### src/rtl/kspa_pkg.sv
`timescale 1ns / 1ps
// ----------------------------------------------------------------------------
// kspa_pkg
// Shared types and constants of the keyed slot pool allocator.
// ----------------------------------------------------------------------------
package kspa_pkg;

    // Stream word layouts
    localparam int S_TDATA_W  = 16;   // track, step, slot
    localparam int S_TUSER_W  = 2;    // command
    localparam int M_TDATA_W  = 112;  // index, status, free count, three counters

    // Field widths
    localparam int TRACK_W    = 4;
    localparam int STEP_W     = 6;
    localparam int SLOT_F_W   = 6;
    localparam int INDEX_F_W  = 6;
    localparam int FREE_F_W   = 7;
    localparam int CNT_W      = 32;
    localparam int KEY_W      = TRACK_W + STEP_W;

    // Configuration port
    localparam int CFG_ADDR_W = 3;
    localparam int CFG_DATA_W = 32;
    localparam int TLIM_W     = 5;
    localparam int SLIM_W     = 7;
    localparam logic [TLIM_W-1:0] TLIM_RESET = 5'd8;
    localparam logic [SLIM_W-1:0] SLIM_RESET = 7'd32;

    // Register index, taken from paddr[2]
    localparam logic REG_TRACK_LIMIT = 1'b0;
    localparam logic REG_STEP_LIMIT  = 1'b1;

    typedef enum logic [1:0] {
        CMD_ALLOC   = 2'd0,
        CMD_DEALLOC = 2'd1,
        CMD_FIND    = 2'd2,
        CMD_CLEAR   = 2'd3
    } cmd_t;

    typedef enum logic [2:0] {
        STAT_NEW       = 3'd0,
        STAT_EXISTING  = 3'd1,
        STAT_BAD_POS   = 3'd2,
        STAT_FULL      = 3'd3,
        STAT_NOT_FOUND = 3'd4,
        STAT_DONE      = 3'd5
    } status_t;

    typedef enum logic [2:0] {
        S_IDLE,
        S_DECIDE,
        S_SCAN,
        S_PICK,
        S_LAST,
        S_COMMIT,
        S_EMIT
    } state_t;

endpackage

### src/rtl/keyed_slot_pool_allocator_core.sv
`timescale 1ns / 1ps
// ----------------------------------------------------------------------------
// keyed_slot_pool_allocator_core
// Slot pool keyed by (track, step) with a compact free list in memory.
// ----------------------------------------------------------------------------
// Flow: deallocate, clear and rejected commands go straight from S_DECIDE
//   to S_EMIT; a find or duplicate allocate scans the key memory from slot 0,
//   one key-memory read per cycle, up to the hit or the last slot, and a new
//   grant then passes S_PICK, S_LAST and S_COMMIT on its way to S_EMIT.
// Throughput: one command at a time; the next word is taken once the result
//   sits in the output register.
// Reset: aresetn synchronous, active low. Busy and free-list valid bits clear
//   at once, so no clearing pass; limits return to 8 and 32, counters to zero.
module keyed_slot_pool_allocator_core #(
    parameter int POOL_SLOTS = 64
) (
    input  logic                             aclk,
    input  logic                             aresetn,
    // input stream
    input  logic                             s_tvalid,
    output logic                             s_tready,
    input  logic [kspa_pkg::S_TDATA_W-1:0]   s_tdata,  // track[3:0], step[9:4], slot[15:10]
    input  logic [kspa_pkg::S_TUSER_W-1:0]   s_tuser,  // command[1:0]
    // result stream
    output logic                             m_tvalid,
    input  logic                             m_tready,
    output logic [kspa_pkg::M_TDATA_W-1:0]   m_tdata,  // slot_index[5:0], status[8:6],
                                                       // free_slots[15:9], alloc_total[47:16],
                                                       // dealloc_total[79:48], fail_total[111:80]
    // configuration
    input  logic                             psel,
    input  logic                             penable,
    input  logic                             pwrite,
    input  logic [kspa_pkg::CFG_ADDR_W-1:0]  paddr,
    input  logic [kspa_pkg::CFG_DATA_W-1:0]  pwdata,
    output logic [kspa_pkg::CFG_DATA_W-1:0]  prdata,
    output logic                             pready
);
    import kspa_pkg::*;

    localparam int SLOT_W    = $clog2(POOL_SLOTS);
    localparam int FC_W      = $clog2(POOL_SLOTS + 1);
    localparam int MODC_W    = $clog2(SLOT_W + 1);
    localparam logic [SLOT_W-1:0] LAST_SLOT = SLOT_W'(POOL_SLOTS - 1);
    localparam logic [FC_W-1:0]   FC_FULL   = FC_W'(POOL_SLOTS);
    localparam logic [MODC_W-1:0] MOD_STEPS = MODC_W'(SLOT_W);

    // ------------------------------------------------------------------
    // State
    // ------------------------------------------------------------------
    state_t                 state_reg, state_next;

    cmd_t                   cmd_reg, cmd_next;
    logic [TRACK_W-1:0]     track_reg, track_next;
    logic [STEP_W-1:0]      step_reg, step_next;
    logic [SLOT_F_W-1:0]    slot_reg, slot_next;

    logic [TLIM_W-1:0]      tlim_reg, tlim_next;
    logic [SLIM_W-1:0]      slim_reg, slim_next;

    logic [POOL_SLOTS-1:0]  busy_reg, busy_next;      // valid bits of the key memory
    logic [POOL_SLOTS-1:0]  flv_reg, flv_next;        // free-list entry written since clear
    logic [FC_W-1:0]        fc_reg, fc_next;
    logic [SLOT_W-1:0]      hint_reg, hint_next;
    logic [CNT_W-1:0]       alloc_cnt_reg, alloc_cnt_next;
    logic [CNT_W-1:0]       dealloc_cnt_reg, dealloc_cnt_next;
    logic [CNT_W-1:0]       fail_cnt_reg, fail_cnt_next;

    // scan pipeline
    logic [SLOT_W-1:0]      scan_addr_reg, scan_addr_next;
    logic [SLOT_W-1:0]      cmp_addr_reg, cmp_addr_next;
    logic                   cmp_valid_reg, cmp_valid_next;
    logic                   busy_rd_reg, busy_rd_next;

    // hint % free_count, restoring, one hint bit per cycle
    logic [MODC_W-1:0]      mod_cnt_reg, mod_cnt_next;
    logic [FC_W-1:0]        rem_reg, rem_next;
    logic [SLOT_W-1:0]      hint_sh_reg, hint_sh_next;

    logic [SLOT_W-1:0]      pick_reg, pick_next;
    logic [SLOT_W-1:0]      grant_reg, grant_next;
    logic [SLOT_W-1:0]      res_idx_reg, res_idx_next;
    status_t                res_stat_reg, res_stat_next;

    logic                   m_tvalid_reg, m_tvalid_next;
    logic [M_TDATA_W-1:0]   m_tdata_reg, m_tdata_next;

    // ------------------------------------------------------------------
    // Memories: key store and free list, registered read
    // ------------------------------------------------------------------
    logic [KEY_W-1:0]       key_mem [POOL_SLOTS];
    logic [KEY_W-1:0]       key_rd_reg;
    logic                   key_we;
    logic [SLOT_W-1:0]      key_waddr;
    logic [KEY_W-1:0]       key_wdata;

    logic [SLOT_W-1:0]      fl_mem [POOL_SLOTS];
    logic [SLOT_W-1:0]      fl_rd_reg;
    logic                   fl_rd_vld_reg;
    logic [SLOT_W-1:0]      fl_raddr_reg;
    logic [SLOT_W-1:0]      fl_raddr;
    logic                   fl_we;
    logic [SLOT_W-1:0]      fl_waddr;
    logic [SLOT_W-1:0]      fl_wdata;
    logic [SLOT_W-1:0]      fl_eff;

    always_ff @(posedge aclk) begin
        if (key_we) begin
            key_mem[key_waddr] <= key_wdata;
        end
        key_rd_reg <= key_mem[scan_addr_reg];
    end

    always_ff @(posedge aclk) begin
        if (fl_we) begin
            fl_mem[fl_waddr] <= fl_wdata;
        end
        fl_rd_reg     <= fl_mem[fl_raddr];
        fl_rd_vld_reg <= flv_reg[fl_raddr];
        fl_raddr_reg  <= fl_raddr;
    end

    // never-written entries read as identity
    assign fl_eff = fl_rd_vld_reg ? fl_rd_reg : fl_raddr_reg;

    // ------------------------------------------------------------------
    // Decode helpers
    // ------------------------------------------------------------------
    logic                   in_acc;
    logic                   pos_ok;
    logic [8:0]             slot_wide;
    logic [SLOT_W-1:0]      slot_idx;
    logic                   dealloc_ok;
    logic                   hit;
    logic                   scan_miss;
    logic                   emit_load;
    logic [FC_W-1:0]        fc_m1;
    logic [FC_W:0]          mod_t;
    logic [FC_W:0]          mod_sub;
    logic                   cfg_wr;

    assign in_acc     = s_tvalid && s_tready;
    assign pos_ok     = ({1'b0, track_reg} < tlim_reg) && ({1'b0, step_reg} < slim_reg);
    assign slot_wide  = 9'(slot_reg);
    assign slot_idx   = slot_wide[SLOT_W-1:0];
    assign dealloc_ok = (slot_wide < 9'(POOL_SLOTS)) && busy_reg[slot_idx];
    assign hit        = cmp_valid_reg && busy_rd_reg && (key_rd_reg == {track_reg, step_reg});
    assign scan_miss  = cmp_valid_reg && !hit && (cmp_addr_reg == LAST_SLOT);
    assign emit_load  = !m_tvalid_reg || m_tready;
    assign fc_m1      = fc_reg - FC_W'(1);
    assign mod_t      = {rem_reg, hint_sh_reg[SLOT_W-1]};
    assign mod_sub    = mod_t - {1'b0, fc_reg};
    assign cfg_wr     = psel && penable && pwrite && pready;

    assign s_tready   = (state_reg == S_IDLE);
    assign m_tvalid   = m_tvalid_reg;
    assign m_tdata    = m_tdata_reg;
    assign pready     = 1'b1;
    assign prdata     = (paddr[2] == REG_STEP_LIMIT) ? CFG_DATA_W'(slim_reg)
                                                     : CFG_DATA_W'(tlim_reg);

    // ------------------------------------------------------------------
    // Next state
    // ------------------------------------------------------------------
    always_comb begin
        state_next = state_reg;
        case (state_reg)
            S_IDLE: begin
                if (in_acc) state_next = S_DECIDE;
            end
            S_DECIDE: begin
                case (cmd_reg)
                    CMD_ALLOC: begin
                        if (pos_ok && fc_reg != '0) state_next = S_SCAN;
                        else                        state_next = S_EMIT;
                    end
                    CMD_FIND: begin
                        if (pos_ok) state_next = S_SCAN;
                        else        state_next = S_EMIT;
                    end
                    default: state_next = S_EMIT;
                endcase
            end
            S_SCAN: begin
                if (hit) begin
                    state_next = S_EMIT;
                end else if (scan_miss) begin
                    state_next = (cmd_reg == CMD_FIND) ? S_EMIT : S_PICK;
                end
            end
            S_PICK:   state_next = S_LAST;
            S_LAST:   state_next = S_COMMIT;
            S_COMMIT: state_next = S_EMIT;
            S_EMIT: begin
                if (emit_load) state_next = S_IDLE;
            end
            default:  state_next = S_IDLE;
        endcase
    end

    // ------------------------------------------------------------------
    // Datapath and outputs
    // ------------------------------------------------------------------
    always_comb begin
        cmd_next         = cmd_reg;
        track_next       = track_reg;
        step_next        = step_reg;
        slot_next        = slot_reg;
        tlim_next        = tlim_reg;
        slim_next        = slim_reg;
        busy_next        = busy_reg;
        flv_next         = flv_reg;
        fc_next          = fc_reg;
        hint_next        = hint_reg;
        alloc_cnt_next   = alloc_cnt_reg;
        dealloc_cnt_next = dealloc_cnt_reg;
        fail_cnt_next    = fail_cnt_reg;
        scan_addr_next   = scan_addr_reg;
        cmp_addr_next    = cmp_addr_reg;
        cmp_valid_next   = cmp_valid_reg;
        busy_rd_next     = busy_rd_reg;
        mod_cnt_next     = mod_cnt_reg;
        rem_next         = rem_reg;
        hint_sh_next     = hint_sh_reg;
        pick_next        = pick_reg;
        grant_next       = grant_reg;
        res_idx_next     = res_idx_reg;
        res_stat_next    = res_stat_reg;
        m_tvalid_next    = m_tvalid_reg && !m_tready;
        m_tdata_next     = m_tdata_reg;
        key_we           = 1'b0;
        key_waddr        = grant_reg;
        key_wdata        = {track_reg, step_reg};
        fl_we            = 1'b0;
        fl_waddr         = pick_reg;
        fl_wdata         = fl_eff;
        fl_raddr         = '0;

        if (cfg_wr) begin
            if (paddr[2] == REG_STEP_LIMIT) slim_next = pwdata[SLIM_W-1:0];
            else                            tlim_next = pwdata[TLIM_W-1:0];
        end

        case (state_reg)
            S_IDLE: begin
                if (in_acc) begin
                    cmd_next       = cmd_t'(s_tuser[1:0]);
                    track_next     = s_tdata[3:0];
                    step_next      = s_tdata[9:4];
                    slot_next      = s_tdata[15:10];
                    scan_addr_next = '0;
                    cmp_valid_next = 1'b0;
                    mod_cnt_next   = MOD_STEPS;
                    rem_next       = '0;
                    hint_sh_next   = hint_reg;
                end
            end
            S_DECIDE: begin
                res_idx_next  = '0;
                res_stat_next = STAT_DONE;
                case (cmd_reg)
                    CMD_ALLOC: begin
                        if (!pos_ok) begin
                            fail_cnt_next = fail_cnt_reg + CNT_W'(1);
                            res_stat_next = STAT_BAD_POS;
                        end else if (fc_reg == '0) begin
                            // full is checked ahead of the lookup
                            fail_cnt_next = fail_cnt_reg + CNT_W'(1);
                            res_stat_next = STAT_FULL;
                        end
                    end
                    CMD_DEALLOC: begin
                        if (dealloc_ok) begin
                            busy_next[slot_idx] = 1'b0;
                            if (fc_reg < FC_FULL) begin
                                fl_we              = 1'b1;
                                fl_waddr           = fc_reg[SLOT_W-1:0];
                                fl_wdata           = slot_idx;
                                flv_next[fl_waddr] = 1'b1;
                                fc_next            = fc_reg + FC_W'(1);
                            end
                            dealloc_cnt_next = dealloc_cnt_reg + CNT_W'(1);
                        end
                    end
                    CMD_FIND: begin
                        if (!pos_ok) res_stat_next = STAT_NOT_FOUND;
                    end
                    default: begin
                        busy_next = '0;
                        flv_next  = '0;
                        fc_next   = FC_FULL;
                        hint_next = '0;
                    end
                endcase
            end
            S_SCAN: begin
                // read issued at scan_addr, compared in the cycle after
                busy_rd_next   = busy_reg[scan_addr_reg];
                cmp_addr_next  = scan_addr_reg;
                cmp_valid_next = 1'b1;
                if (scan_addr_reg != LAST_SLOT) scan_addr_next = scan_addr_reg + SLOT_W'(1);
                if (mod_cnt_reg != '0) begin
                    rem_next     = mod_sub[FC_W] ? mod_t[FC_W-1:0] : mod_sub[FC_W-1:0];
                    hint_sh_next = hint_sh_reg << 1;
                    mod_cnt_next = mod_cnt_reg - MODC_W'(1);
                end
                if (hit) begin
                    res_idx_next  = cmp_addr_reg;
                    res_stat_next = STAT_EXISTING;
                end else if (scan_miss) begin
                    res_stat_next = STAT_NOT_FOUND;
                end
            end
            S_PICK: begin
                fl_raddr  = rem_reg[SLOT_W-1:0];
                pick_next = rem_reg[SLOT_W-1:0];
            end
            S_LAST: begin
                grant_next = fl_eff;
                fl_raddr   = fc_m1[SLOT_W-1:0];
            end
            S_COMMIT: begin
                // last free entry fills the hole at pick
                fl_we               = 1'b1;
                fl_waddr            = pick_reg;
                fl_wdata            = fl_eff;
                flv_next[pick_reg]  = 1'b1;
                fc_next             = fc_m1;
                hint_next           = (hint_reg == LAST_SLOT) ? '0 : hint_reg + SLOT_W'(1);
                key_we              = 1'b1;
                busy_next[grant_reg] = 1'b1;
                alloc_cnt_next      = alloc_cnt_reg + CNT_W'(1);
                res_idx_next        = grant_reg;
                res_stat_next       = STAT_NEW;
            end
            S_EMIT: begin
                if (emit_load) begin
                    m_tvalid_next = 1'b1;
                    m_tdata_next  = {fail_cnt_reg, dealloc_cnt_reg, alloc_cnt_reg,
                                     FREE_F_W'(fc_reg), res_stat_reg,
                                     INDEX_F_W'(res_idx_reg)};
                end
            end
            default: begin
            end
        endcase
    end

    // ------------------------------------------------------------------
    // Registers
    // ------------------------------------------------------------------
    always_ff @(posedge aclk) begin
        if (!aresetn) begin
            state_reg       <= S_IDLE;
            tlim_reg        <= TLIM_RESET;
            slim_reg        <= SLIM_RESET;
            busy_reg        <= '0;
            flv_reg         <= '0;
            fc_reg          <= FC_FULL;
            hint_reg        <= '0;
            alloc_cnt_reg   <= '0;
            dealloc_cnt_reg <= '0;
            fail_cnt_reg    <= '0;
            cmp_valid_reg   <= 1'b0;
            mod_cnt_reg     <= '0;
            m_tvalid_reg    <= 1'b0;
        end else begin
            state_reg       <= state_next;
            tlim_reg        <= tlim_next;
            slim_reg        <= slim_next;
            busy_reg        <= busy_next;
            flv_reg         <= flv_next;
            fc_reg          <= fc_next;
            hint_reg        <= hint_next;
            alloc_cnt_reg   <= alloc_cnt_next;
            dealloc_cnt_reg <= dealloc_cnt_next;
            fail_cnt_reg    <= fail_cnt_next;
            cmp_valid_reg   <= cmp_valid_next;
            mod_cnt_reg     <= mod_cnt_next;
            m_tvalid_reg    <= m_tvalid_next;
        end
    end

    always_ff @(posedge aclk) begin
        cmd_reg       <= cmd_next;
        track_reg     <= track_next;
        step_reg      <= step_next;
        slot_reg      <= slot_next;
        scan_addr_reg <= scan_addr_next;
        cmp_addr_reg  <= cmp_addr_next;
        busy_rd_reg   <= busy_rd_next;
        rem_reg       <= rem_next;
        hint_sh_reg   <= hint_sh_next;
        pick_reg      <= pick_next;
        grant_reg     <= grant_next;
        res_idx_reg   <= res_idx_next;
        res_stat_reg  <= res_stat_next;
        m_tdata_reg   <= m_tdata_next;
    end

endmodule

### config.mk
export PLATFORM = sky130hd
export DESIGN_NAME = keyed_slot_pool_allocator_core
export DESIGN_NICKNAME = d
export VERILOG_FILES = /design/src/rtl/kspa_pkg.sv /design/src/rtl/keyed_slot_pool_allocator_core.sv
export SDC_FILE = /design/constraint.sdc
export NUM_CORES = 2
export LEC_CHECK = 0
export ABC_AREA = 1
export BUFFER_PORTS_ARGS = -buffer_cell sky130_fd_sc_hd__buf_2
export CORE_MARGIN = 5
export CORE_UTILIZATION = 33
export CTS_CLUSTER_SIZE = 16
export DETAILED_ROUTE_END_ITERATION = 12
export GPL_TIMING_DRIVEN = 0
export HOLD_SLACK_MARGIN = 0.15
export MAX_ROUTING_LAYER = met4
export PLACE_DENSITY_LB_ADDON = 0.05
export RECOVER_POWER = 25
export SLEW_MARGIN = 0
export SYNTH_ARGS = -nofsm -noshare
export SYNTH_HDL_FRONTEND = slang
export SYNTH_SLANG_ARGS = --single-unit
### constraint.sdc
create_clock -name aclk -period 9.4 [get_ports aclk]
set_input_delay 1.88 -clock aclk [delete_from_list [all_inputs] [get_ports aclk]]
set_output_delay 1.88 -clock aclk [all_outputs]
set_load 0.1 [all_outputs]
==> results.py <==
metrics = {
    "die": {
        "boundaryPins": 207,
        "die_w_um": 449,
        "fp-row-count": 161,
        "start_util_pct": 33.1,
        "core-area_mm2": 0.192,
        "fp.dieH_um": 449,
        "fp.dieArea_mm2": 0.201,
    },
    "sta": {
        "slew_headroom_pct": -1.46,
        "grt_setup_unrepaired": "false",
        "hold_ws_ns": 0.429,
        "finalWorstSetupSlack_ns": 2.89,
        "post-route-period-util_pct": 69.3,
        "maxSlewViolCount": 9,
        "timing.final.hold_violations": 0,
        "fmax_mhz": 154,
        "skew_ns": 0.0276,
        "final-setup-viol-count": 0,
        "worst_pin_slew_ns": 1.52,
        "layout_min_cycle_time_ns": 6.51,
    },
    "min_path": {
        "min_path_type": "reg -> reg",
        "min_from": "res_idx_reg[2]$_DFFE_PP_",
    },
    "layout": {
        "seq_area_mm2": 0.0417,
        "drive_above_1_share_pct": 9.91,
        "fill_cells": 18900,
        "nets": 6611,
        "post-route-util_pct": 38.6,
        "largest_reg_flops": 640,
        "fin_cells": 9191,
        "multi_input_area_mm2": 0.0187,
        "syn2layout_area_growth_pct": 16.9,
    },
    "synth": {
        "synthesis.area_mm2": 0.0635,
        "synth_top_area_share_pct": 56.8,
        "synthTopCellsByArea": "edfxtp_1 (57%), dfxtp_1 (8.8%), o21ai_0 (6.0%), nor2_1 (5.5%), nand2_1 (4.2%)",
        "synth-seq-cells": 1481,
        "ys_warn_count": 0,
        "synth-seq-area-share_pct": 65.7,
        "synthArstFlopShare_pct": 0,
        "synth_cells": 6096,
        "synth_area_leader_cell": "edfxtp_1",
        "synth_edf_count": 1201,
        "avgSynthCellArea_um2": 10.4,
        "ys_types": 61,
        "synthFlopType": "edfxtp_1",
    },
    "grt": {
        "grt_use_total_pct": 25.0,
        "grt_antenna_before_repair": 8,
        "grt_pass1_wl_um": 353000,
        "grt_max_degree": 33,
        "grt_pass1_vias": 46700,
        "overflow": 0,
    },
    "drt": {
        "vias": 48200,
        "via_per_inst": 5.25,
        "antenna_left": 0,
        "dr.first_iter.drc_count": 4736,
        "wl_per_cell_um": 27.4,
        "wirelength_um": 252000,
        "drcViolationCount": 0,
        "first_pass_iters": 6,
    },
    "setup_path": {
        "r2r-start": "step_reg[3]$_DFFE_PP_",
        "critPathMostFrequentCell": "clkbuf_1",
        "cp-endpoint": "fail_cnt_reg[7]$_SDFFE_PN0P_",
        "cp.arrival_ns": 7.26,
        "r2r-end": "fail_cnt_reg[7]$_SDFFE_PN0P_",
        "cp_data_required_time_ns": 10.15,
        "worst-path-max-fanout": 21,
        "start_kind": "register",
        "crit_chain": "clkbuf_1 -> clkbuf_1 -> clkbuf_1 -> clkbuf_1 -> ha_1 -> nand3b_1 -> a21oi_1 -> nand2_1 -> o21ai_0 -> nor2_1 -> nand2_1 -> nand3_1 -> inv_1 -> clkbuf_1 -> nand2_1 -> nand2_1 -> a21oi_1",
        "cp-end-kind": "register",
        "startpoint": "step_reg[3]$_DFFE_PP_",
        "worstRegToRegCells": 17,
        "path_depth": 17,
        "slowest_stage": "clkbuf_1",
        "cp_slowest_stage_delay_ns": 0.88,
        "critPathTopFamily": "buffers and inverters",
        "path_class": "reg -> reg",
        "path_buf_inv": 6,
        "reg2reg_slack_ns": 2.89,
    },
    "cts": {
        "cts_buffers": 171,
        "h-tree-depth": 4,
        "clk_pin_slew_ns": 0.06,
        "worstSkewPairLatency_ns": 0.83,
        "cts_hold_buf": 0,
        "clock_sinks": 1481,
        "cts_tree": "done",
        "clock_tree.buffer_depth": 3,
        "root_buffer": "clkbuf_16",
        "cts_resized": 0,
        "postCtsSetupRepairBufs": 0,
    },
    "placed_design": {
        "gp_congestion": 0.915,
        "portBuffers": 152,
        "post-place-ws_ns": 4.14,
        "dp_cells": 8877,
        "dp.final_hpwl_um": 184000,
    },
    "status": {
        "outcome": "finished, violations left",
        "violations": "capacitance limit, slew limit",
    },
    "power_and_ir_drop": {
        "p_total_uw": 22000,
        "leakagePower_uw": 0.0250,
        "vdd_drop_max_uv": 159,
        "p_per_area_mw_per_mm2": 297,
    },
    "job": {
        "drv_cap": 2,
    },
}
-- worst min-delay path by stage --
stage / to / slack [ns] / cells past startpoint
floorplan: m_tdata[0]$_DFFE_PP_ / 0.40 / 0
global placement: m_tdata[0]$_DFFE_PP_ / 0.41 / 0
detailed placement: m_tdata[0]$_DFFE_PP_ / 0.41 / 0
CTS: m_tdata[0]$_DFFE_PP_ / 0.43 / 0
global route: m_tdata[2]$_DFFE_PP_ / 0.44 / 0
finish: m_tdata[2]$_DFFE_PP_ / 0.43 / 0
-- cell usage in the layout (no fill, tap or decap), drive strengths merged, types with 8 or more instances in the layout --
cell | netlist | final
o21bai | 22 | 22
ha | 24 | 24
clkbuf | 247 | 515
nand3 | 362 | 362
nor4 | 13 | 13
xnor2 | 13 | 13
nor3 | 68 | 68
o21ai | 777 | 777
bufinv | 0 | 9
o221ai | 60 | 60
nand2 | 739 | 739
inv | 462 | 470
o22ai | 120 | 120
nor2 | 950 | 950
xor2 | 44 | 44
buf | 123 | 323
edfxtp | 1201 | 1201
o211ai | 97 | 97
dfxtp | 280 | 280
conb | 2 | 26
a21oi | 389 | 389
a31oi | 8 | 8
nand4 | 38 | 38
clkinv | 4 | 56
-- worst register-to-register path, stage by stage, from the launching register on --
cell and delay, ns:
edfxtp_1 0.42, clkbuf_1 0.82, clkbuf_1 0.90, clkbuf_1 0.73
clkbuf_1 0.62, ha_1 0.35, nand3b_1 0.09, a21oi_1 0.04
nand2_1 0.05, o21ai_0 0.07, nor2_1 0.63, nand2_1 0.16
nand3_1 0.67, inv_1 0.23, clkbuf_1 0.34, nand2_1 0.13
nand2_1 0.05, a21oi_1 0.16
-- power breakdown --
group          total, uW  internal [uW]  leakage (uW)  switching (uW)
sequential          7970           7790        0.0131             180
combinational       7520           1700       0.00930            5820
clock               6510           3750       0.00261            2760
total              22000          13200        0.0250            8760
-- metal layers --
layer	track usage, %	vias to the layer above	wire [um]
met2	41.1	1559	121000
met4	8.88	0	10300
met5	-	-	0
met3	3.19	411	13100
met1	31.9	23900	107000
li1	-	22300	-
-- synth_stat cells, types with 4 or more instances --
library cell,n
o21ai_0,756
inv_2,9
a211oi_1,4
o21a_1,5
o211ai_1,97
edfxtp_1,1201
nand2_1,718
buf_1,20
buf_2,64
nor3_4,4
nor2_2,10
nor2_1,937
nand3_1,354
inv_1,451
nand2_4,6
o221ai_1,60
ha_1,24
nor3_1,60
a31oi_1,8
o22ai_1,120
a22o_1,7
nor3_2,4
dfxtp_1,280
o32ai_1,6
nor3b_1,7
o21bai_1,22
o21ai_1,18
nand4_1,38
xor2_1,44
xnor2_1,13
nor4_1,13
buf_4,36
clkbuf_1,247
a21oi_1,388
nand3_4,7
nand2_2,15
-- cells by family (layout without fill, tap and decap cells) --
family	Yosys count	count (layout)	synth area share [%]
fa+ha+maj	25	25	0.505
buf+inv	836	1378	5.33
other cells	2	29	0.0118
xor+xnor	57	57	0.787
flops	1481	1481	65.7
simple gates	2187	2187	14.5
compound gates	1508	1508	13.2
-- stage by stage --
step / area, um2 / TNS [ns]
after detailed placement: 69400 / 0
after global placement: 67500 / -766.62
final: 74200 / 0
after floorplan: 63600 / 0
after global routing: 74200 / 0
after CTS: 74700 / 0
-- layout make-up --
cell class,count,area share [%]
Antenna cell,3,0.0101
Buffer,370,2.19
Clock buffer,235,6.37
Clock inverter,74,0.847
Inverter,466,2.37
Multi-Input combinational cell,3803,25.2
Sequential cell,1481,56.2
Tap cell,2526,4.26
Timing Repair Buffer,233,2.58
Power figures use the tool's default switching activity.
